**config.mk**
```make
export PLATFORM = sky130hd
export DESIGN_NAME = rbe_ram
export DESIGN_NICKNAME = d
export VERILOG_FILES = /design/src/hdl/rbe_ram.sv
export SDC_FILE = /design/constraint.sdc
export NUM_CORES = 2
export LEC_CHECK = 0
export ABC_AREA = 1
export BUFFER_PORTS_ARGS = -buffer_cell sky130_fd_sc_hd__buf_2
export CAP_MARGIN = 20
export CORE_ASPECT_RATIO = 2
export CORE_MARGIN = 2
export CORE_UTILIZATION = 50
export DETAILED_ROUTE_END_ITERATION = 8
export PLACE_DENSITY = 0.68
export SYNTH_ARGS = -nofsm -noshare
export SYNTH_HDL_FRONTEND = slang
export SYNTH_SLANG_ARGS = --single-unit
export TNS_END_PERCENT = 20
```
**constraint.sdc**
```tcl
create_clock -name clock -period 5.1 [get_ports clock]
set_clock_uncertainty 0.2 [all_clocks]
set_input_delay 0.255 -clock clock [delete_from_list [all_inputs] [get_ports clock]]
set_output_delay 0.255 -clock clock [all_outputs]
set_load 0.1 [all_outputs]
```
**src/hdl/rbe_ram.sv**
```systemverilog
`default_nettype none
// ----------------------------------------------------------------------------
// rbe_ram
// Generic single write port, single read port RAM with registered read.
// ----------------------------------------------------------------------------
module rbe_ram #(
   parameter int WIDTH = 8,
   parameter int DEPTH = 256
) (
   input  wire logic                     clock,
   input  wire logic                     wr_en,
   input  wire logic [$clog2(DEPTH)-1:0] wr_addr,
   input  wire logic [WIDTH-1:0]         wr_data,
   input  wire logic                     rd_en,
   input  wire logic [$clog2(DEPTH)-1:0] rd_addr,
   output logic      [WIDTH-1:0]         rd_data
);

   logic [WIDTH-1:0] mem [DEPTH];

   always_ff @(posedge clock) begin
      if (wr_en) begin
         mem[wr_addr] <= wr_data;
      end
      if (rd_en) begin
         rd_data <= mem[rd_addr];
      end
   end

endmodule
`default_nettype wire

```
==> run metrics <==
Mean Syn Cell Area=11.92 sq um; CP max FO=177; internal power=26,490 uW; dpl cells=8,781; DR pass1 iterations=8; antenna violations before repair=2; fmax=339.2 MHz; top area cells in the synthesized netlist=edfxtp_1 (74%), nand3_1 (12%), nand2_1 (9.5%); global-route wire length before repair=between 300 and 400 mm; hold crit path type=primary input to register; crit path capture type=register; clk_lat worst skew=roughly 0.85 ns; fin crit period=2.948 ns; antenna viol nets, final=0; residual DRC count=0; DR vias/cell=5.982; max cap viols=0; Worst EP required=5.60 ns; Ys Warns=0; post-route insts no fill=a little over 9,000; Seq/Total Area, Yosys=73.96%; WL final=around 240 mm; sw frac=22.36%; cell chain of the critical path=buf_8 -> inv_16 -> buf_12 -> nand2_1 -> nand3_1 -> nand3_1 -> nand3_1 -> nand3_1 -> nand3_1 -> nand3_1 -> nand2_1 -> nand2_1 -> nand2_1; # IOs=35; initial core utilization=between 50% and 60%; share of post-route cells with drive strength above 1=5.207%; CP dominant cell by count=nand3_1; post-route setup TNS=0 ns; #FFs+latches synth=2,056; routability cong.=approximately 0.94; Cell Area, Placed=roughly 0.085 sq mm; nets@finish=6,849; CTS Buf Count=around 170; PortBufs=34; CTS tree=yes; die area=approximately 0.17 sq mm; power share of the sequential group=54.6%; Cells after Synth=7,003; Filler cells=13,526; Synth area leader=edfxtp_1; placeable core region=0.1663 sq mm; Area growth, synth to finish=8.611%; Worst Path Class, Setup=primary input to register; cell family with most CP delay=simple AND/OR/NAND/NOR gates; Clock Power Share=39.0%; Final Hold Vio Count=0; slowest CP cell=inv_16; P_leak=approximately 0.031 uW; PwrDens=376.4 mW/mm^2; DP HPWL=137.4 mm; post-route cell area=0.09066 sq mm; sequential cell area=0.06174 sq mm; Multi-input gate area=around 0.019 sq mm; vias in the first global route=roughly 53,000; slowest stage delay, CP=0.54 ns; Slew Limit Fails=0; clock buffer depth=4; Final Cycle Share=57.81%; CTS sink cnt=approximately 2,100; Slew headroom=~17%; Die W=292.9 microns; clk slew on worst S/H paths=0.07 ns; 1st-iter DRT viols=between 5,000 and 6,000; hold_ws=0.06461 ns; pin count of the biggest net entering global routing=194; flop2flop setup slack=2.67 ns; final setup vio count=0; Comb power frac=6.4%; row count=~210; Yosys top cell area share=73.96%; Crit path buffers/inverters=3; Slew @ Worst Pin=1.250 ns; Cell variety after synth=13; Syn Nets=7,030; Root Buffer=clkbuf_16; die height=about 580 microns; status=complete, no violations; Max rail drop VDD=0.0002506 V; Synth Cell Area=0.08348 sq mm; Wirelength per Cell=25.85 microns; total number of H-tree levels=4; Startpoint Class=primary input; vias post-DR=54,420; RSZ-0062 raised after global routing=no; total gr overflow=0; switching power=7631 uW; total global-route track usage=27.35%; Worst EP arrival=3.45 ns
-- cell usage after synthesis --
cell	count
nand3_1	2019
buf_2	268
nor2_1	283
inv_1	36
buf_1	40
buf_4	46
nand2_1	2123
clkbuf_1	112
edfxtp_1	2056
inv_4	1
inv_2	2
buf_8	1
buf_6	16
-- worst min-delay path, delay by kind of cell --
kind / cells / cell delay, ns
AND/OR/NAND/NOR: 3 / 0.39
buffers and inverters: 2 / 0.24
-- power groups by stage --
stage | Sequential [uW] | Clock, uW | Combinational, uW
finish | 18600 | 13300 | 2190
floorplan | 19000 | 0 | 1150
global placement | 19000 | 0 | 2130
CTS | 18600 | 13400 | 2160
detailed placement | 19000 | 0 | 2150
global route | 18600 | 14000 | 2320
-- final timing paths --
| check | depth (start not counted) | from | end |
|---|---|---|---|
| hold reg to reg | 10 | mem[10][4] | rd_data[4] |
| setup reg to reg | 10 | mem[216][7] | rd_data[7] |
| hold / removal | 5 | wr_addr[0] | mem[171][6] |
| setup / recovery | 13 | rd_addr[0] | rd_data[5] |
-- state kept, by name, indices dropped and copies added, names as in the netlist --
register	flops
mem	2048
rd_data	8
-- stage by stage --
stage | setup slack (ns) | util, % | power, uW
floorplan | 3.154 | - | 20200
global placement | 1.417 | 51.14 | 21140
detailed placement | 1.412 | 51.14 | 21160
CTS | 2.258 | 54.51 | 34180
global route | 2.036 | 54.51 | 34910
finish | 2.152 | 54.51 | 34120
-- cell families after synthesis --
logic type             synth area share, %
AND/OR/NAND/NOR                      22.92
flip-flops                           73.96
buffers and inverters                3.116
-- cell type report --
type,count,area share [%]
repair buffers,132,1.568
inverters,39,0.1987
flip-flops and latches,2056,68.10
multi-input cells,4425,21.11
diodes,5,0.01380
well taps,2140,2.953
clock inverters,93,1.143
clock buffers,207,4.916
-- layer usage --
| metal | global-route usage (%) | wire length [microns] | up-vias |
|---|---|---|---|
| li1 | - | - | 24444 |
| met1 | 30.08 | 76440 | 26425 |
| met2 | 47.37 | 119400 | 2771 |
| met3 | 3.302 | 16920 | 780 |
| met4 | 22.47 | 22350 | 0 |
| met5 | 0 | 0 | - |
-- cells in the final DEF, fill, tap and decap left out, types with 2 or more instances in the layout --
cell type and count:
inv_1 34, clkinvlp_4 8, inv_6 3, nand2_1 2121, inv_8 2, clkinv_2 26, clkbuf_16 173, diode_2 5
nor2_1 283, clkinv_1 32, buf_8 11, clkbuf_1 34, buf_12 30, buf_4 58, edfxtp_1 2056, buf_2 22
nand3_1 2019, nand2_2 2, dlygate4sd3_1 11, bufinv_16 23
-- repair_timing --
item                      in CTS  in global routing
resized for setup              0                  0
buffers inserted               0                  0
hold endpoints to repair     690                  0
hold buffers                  11                  0
No activity file was read; power rests on OpenSTA's default activity.
